`src/rtl/core/mprs_pkg.sv`:
```
// mprs_pkg: shared widths, operation codes, sequencer states and the
// arithmetic unit control type for the multi-producer ring sequencer
// no dependencies
package mprs_pkg;

   localparam int SEQ_W         = 64;
   localparam int POS_W         = 63;
   localparam int COUNT_W       = 11;
   localparam int MARK_W        = 32;
   localparam int OP_W          = 2;
   localparam int DEF_RING_SIZE = 1024;

   localparam logic [OP_W-1:0] OP_CLAIM   = 2'd0;
   localparam logic [OP_W-1:0] OP_PUBLISH = 2'd1;
   localparam logic [OP_W-1:0] OP_QUERY   = 2'd2;

   typedef struct packed {
      logic sub;
      logic sgn;
   } alu_ctrl_type;

   typedef enum logic [4:0] {
      ST_CLEAR,
      ST_IDLE,
      ST_CL_ADD,
      ST_CL_WRAP,
      ST_CL_CMP_CACHE,
      ST_CL_CMP_CUR,
      ST_CL_REFRESH,
      ST_CL_GRANT,
      ST_PB_DIFF,
      ST_PB_SPAN,
      ST_PB_START,
      ST_PB_WRITE,
      ST_QY_DIFF,
      ST_QY_SPAN,
      ST_QY_READ,
      ST_QY_CHECK,
      ST_QY_MISS,
      ST_RESP
   } state_type;

endpackage

```
`src/rtl/core/mprs_alu.sv`:
```
// mprs_alu: shared 64-bit add/subtract unit with signed or unsigned less-than
// depends on mprs_pkg
module mprs_alu (
   input  mprs_pkg::alu_ctrl_type         ctrl,
   input  logic [mprs_pkg::SEQ_W-1:0]     a_in,
   input  logic [mprs_pkg::SEQ_W-1:0]     b_in,
   output logic [mprs_pkg::SEQ_W-1:0]     sum,
   output logic                           lt
);
   import mprs_pkg::*;

   logic [SEQ_W-1:0] flip;
   logic [SEQ_W-1:0] a_x;
   logic [SEQ_W-1:0] b_x;
   logic [SEQ_W:0]   total;

   // signed compare: bias both operands by the sign bit, difference is unchanged
   assign flip  = {ctrl.sgn, {(SEQ_W-1){1'b0}}};
   assign a_x   = a_in ^ flip;
   assign b_x   = ctrl.sub ? ~(b_in ^ flip) : b_in;
   assign total = {1'b0, a_x} + {1'b0, b_x} + {{SEQ_W{1'b0}}, ctrl.sub};
   assign sum   = total[SEQ_W-1:0];
   assign lt    = ctrl.sub & ~total[SEQ_W];

endmodule

```
`config.mk`:
```
export PLATFORM = sky130hd
export DESIGN_NAME = mprs_alu
export DESIGN_NICKNAME = d
export VERILOG_FILES = /design/src/rtl/core/mprs_pkg.sv /design/src/rtl/core/mprs_alu.sv
export SDC_FILE = /design/constraint.sdc
export NUM_CORES = 1
export LEC_CHECK = 0
export CORE_MARGIN = 3
export CORE_UTILIZATION = 45
export DETAILED_ROUTE_END_ITERATION = 8
export DONT_BUFFER_PORTS = 1
export PLACE_DENSITY = 0.59
export SETUP_SLACK_MARGIN = 0.4
export SYNTH_ARGS = -nofsm -noshare
export SYNTH_HDL_FRONTEND = slang
export SYNTH_SLANG_ARGS = --single-unit
```
`constraint.sdc`:
```
create_clock -name vclk -period 5.5
set_input_delay 0.55 -clock vclk [all_inputs]
set_output_delay 0.55 -clock vclk [all_outputs]
set_load 0.05 [all_outputs]
```
# [Yosys cells after proc, flatten, opt, wreduce, memory -nomap -nowiden]
# Cells that the tools add are included.
[op_classes] div=0 n_shift=0 n_reduce_logical=0 multipliers=0 n_mux=1 n_bitwise=5 eq_ne=0 order_cmp=0 n_addsub=2
[op_table] cell="bitwise XOR 64 bit" n=2
[op_table] cell="adder 64 x 64 -> 65 bit" n=1
[op_table] cell="adder 65 x 1 -> 65 bit" n=1
[op_table] cell="2-to-1 mux 64 bit" n=1
[op_table] cell="inverter 64 bit" n=1
[op_table] cell="AND 1 bit" n=1
[op_table] cell="inverter 1 bit" n=1
[totals] n_memories=0 reg_bits=0 latchBits=0 mem_bits_rw=0 wordCells=8 romBits=0

# [Depth between registers and ports, before layout]
[depth] word_depth=7 ltp_mapped=14 mapped_depth_nobuf=12

# [Least setup slack after synthesis]
# OpenSTA, ideal clock, no wires.
[synth_timing] path_kind="input-to-output" start="in ctrl[1] in the netlist's numbering" end="out sum[58] in the netlist's numbering" arrival_ns=4.396 required_time_ns=4.950 path_stages=12 path_buffers=2 setup_slack_ns=0.554 cell_sequence="clkbuf_1 > buf_1 > xor2_1 > ha_1 > nand2_2 > or3_4 > or3_4 > o41a_1 > a211oi_2 > nor2_1 > o21bai_1 > xor2_1"
[synth_between] elab_chain_cells=3
[synth_lines] item="start: declaration" line="mprs_alu.sv:4" source="input mprs_pkg::alu_ctrl_type ctrl,"
[synth_lines] item="2-to-1 mux 64 bit" line="mprs_alu.sv:20" source="assign b_x = ctrl.sub ? ~(b_in ^ flip) : b_in;"
[synth_lines] item="adder 64 x 64 -> 65 bit" line="mprs_alu.sv:21" source="assign total = {1'b0, a_x} + {1'b0, b_x} + {{SEQ_W{1'b0}}, ctrl.sub};"
[synth_lines] item="adder 65 x 1 -> 65 bit (*)" line="mprs_alu.sv:21"
[synth_lines] item="end: declaration" line="mprs_alu.sv:7" source="output logic [mprs_pkg::SEQ_W-1:0] sum,"
# Mark *: on every way between the ends. The rest lies on a longest branch, timed or not.

# [Worst setup path in the final report]
[layout_timing] start="in ctrl[1] in the netlist's numbering" end="out sum[57] in the netlist's numbering"
# The elaborated chain is that of the path after synthesis.

==> key figures <==
Timing
  • Period utilization: 78.9%
  • Normalized max-slew margin: 18.6%
  • Unrepaired setup endpoints after global routing: no
  • Final Critical Period: 4.34 ns
  • Final Hold Vio Count: 0
  • Max-slew violation count: 0
  • F_max: 0.230 GHz
  • Setup ws final: 1.16 ns
  • Total negative slack: 0 ns
  • Actual slew at the worst max-slew pin: 1.21 ns
  • Worst hold slack: 1.37 ns
  • Final Setup Violations: 0

Route
  • Met3 WL post-DR: 654 um
  • Wirelength per Cell: 16.8 um
  • Drt total wl: 12.5 mm
  • Via count: 4434
  • Uppermost layer routed: met4
  • Met2 WL: 5.96 mm
  • TritonRoute pass-1 iters: 4
  • Met1 wire length: 5.74 mm
  • Remaining DRCs: 0
  • Detail Route Antenna Nets: 0
  • DRT iter0 DRCs: 181
  • Vias/cell: 5.93

Placed design
  • DP Worst Slack: 1.23 ns
  • DP HPWL: 10.7 mm
  • Final Wtd Congestion: 0.918
  • I/O Buffers: 0
  • Area after DPL: 4590 um^2

Min path
  • Hold depth: 1
  • Hold Path Class: input pin to primary output

Cells and area
  • FF+latch area: 0 um^2
  • Ant. Diodes: 0
  • Number of sequential cells: 0
  • Util after Layout: 49.7%
  • Area grow syn2layout: 7.03%
  • Clock buffers: 0
  • Cell area after layout: 4590 um^2
  • Final net count: 815
  • Layout cells sized above 1: 7.75%

Synthesis
  • Syn nets: 808
  • Syn Area/Cell: 6.99 um^2
  • Synth area leaders: xor2_1 19%, ha_1 18%, a21oi_1 7.9%
  • Sequential share of the synthesized area: 0%
  • Synthesized cell area: 4290 um^2
  • Yosys warnings: 0
  • Synth unique cells: 54
  • Cell count after synthesis: 614
  • Top-area cell type share of the netlist area: 18.8%
  • Cell taking the most area after synthesis: xor2_1

Clock network
  • Setup Buffers After CTS: 0
  • # hold bufs at CTS: 0
  • Post_cts resized: 0

Critical path
  • Critical Path End Type: primary output
  • Crit-path max FO: 65
  • Startpoint class of the critical path: input pin
  • WP data arrival: 3.79 ns
  • CP required: 4.95 ns
  • Setup CP Type: input pin to primary output

Floorplan
  • Cell Rows: 35
  • Ports: 195
  • Core area: 9240 um^2
  • Die Y-Extent: 104 um
  • Die Area: 10700 um^2
  • Starting Density: 46.4%
  • DIE WIDTH: 104 um

Pwr
  • Leak Pwr: 0.00213 uW
  • PwrDens: 317 nW/um^2
  • Peak VDD IR: 0.187 mV

Job
  • Max-cap violations: 0

Status
  • Status: complete, no violations

GRT
  • Total grt overflow: 0
  • GRT Util Overall: 22.2%
  • Largest net degree at the start of global routing: 66
  • Vias in the first global route: 4343
  • First-pass GRT wire length: 21.3 mm
  • Antenna violations before repair: 0
-- cells in the mapped netlist (12+ instances only) --
| cell | instances |
|---|---|
| o21a_1 | 12 |
| xnor2_1 | 34 |
| nor2_1 | 30 |
| xor2_1 | 92 |
| ha_1 | 63 |
| a21oi_1 | 68 |
| o21bai_1 | 13 |
| clkbuf_1 | 19 |
| nand3_1 | 13 |
| nor3_1 | 12 |
| a21o_1 | 36 |
| inv_1 | 19 |
| nand2_1 | 55 |
| o21ai_0 | 26 |
| nand4_1 | 18 |
-- where the power goes --
part / internal (uW) / leakage (uW) / switching (uW) / total [uW]
Clock: 0 / 0 / 0 / 0
Sequential: 0 / 0 / 0 / 0
Combinational: 412 / 0.00213 / 1040 / 1460
-- final timing paths --
check | startpoint | end | slack [ns]
setup / recovery | ctrl[1] | sum[57] | 1.16
hold / removal | b_in[0] | sum[0] | 1.37
-- cell families after synthesis --
family	after synthesis	synth area share [%]
compound gates	214	32.5
fa+ha+maj	64	18.8
mux	1	0.233
simple gates	161	18.3
xor+xnor	126	25.7
buf+inv	48	4.35
-- metrics by stage --
step	power (uW)	std cells
6_report	1460	748
5_1_grt	1560	748
4_1_cts	1460	748
3_5_place_dp	1450	748
3_3_place_gp	1450	748
2_1_floorplan	1190	614
-- layer usage --
layer / vias up / track usage, %
li1: 2252 / -
met1: 2030 / 30.8
met2: 140 / 38.3
met3: 12 / 2.37
met4: 0 / 2.66
met5: - / 0
-- worst max-delay path: stages --
cell and delay (ns):
xor2_1 0.15, ha_1 0.40, a21oi_1 0.29, o21ai_1 0.09
a41o_1 0.24, a221oi_1 0.52, a21oi_1 0.28, o41ai_2 0.51
o21ai_0 0.18, o21ai_1 0.19, xnor2_1 0.14, buf_4 0.22
-- layout make-up --
type,instances,area (um^2)
Timing Repair Buffer,34,255
Fill cell,1016,4650
Inverter,19,71.3
Tap cell,129,161
Multi-Input combinational cell,566,4100
-- cell usage in the layout (no fill, tap or decap), types with 4 or more instances in the layout --
cell type and n:
and3_1 4, inv_1 19, a21oi_1 68, nor2_1 30, a31oi_1 11, o21ai_1 7, nor3_1 12, a21boi_0 4
a21o_1 36, ha_1 63, o31ai_1 4, o211ai_1 5, o21a_1 12, buf_4 34, xnor2_1 34, nand4_1 18
o21bai_1 13, nand3_1 13, o21ai_0 26, nor2b_1 6, nand2_1 55, xor2_1 92
Power figures use the tool's default switching activity.
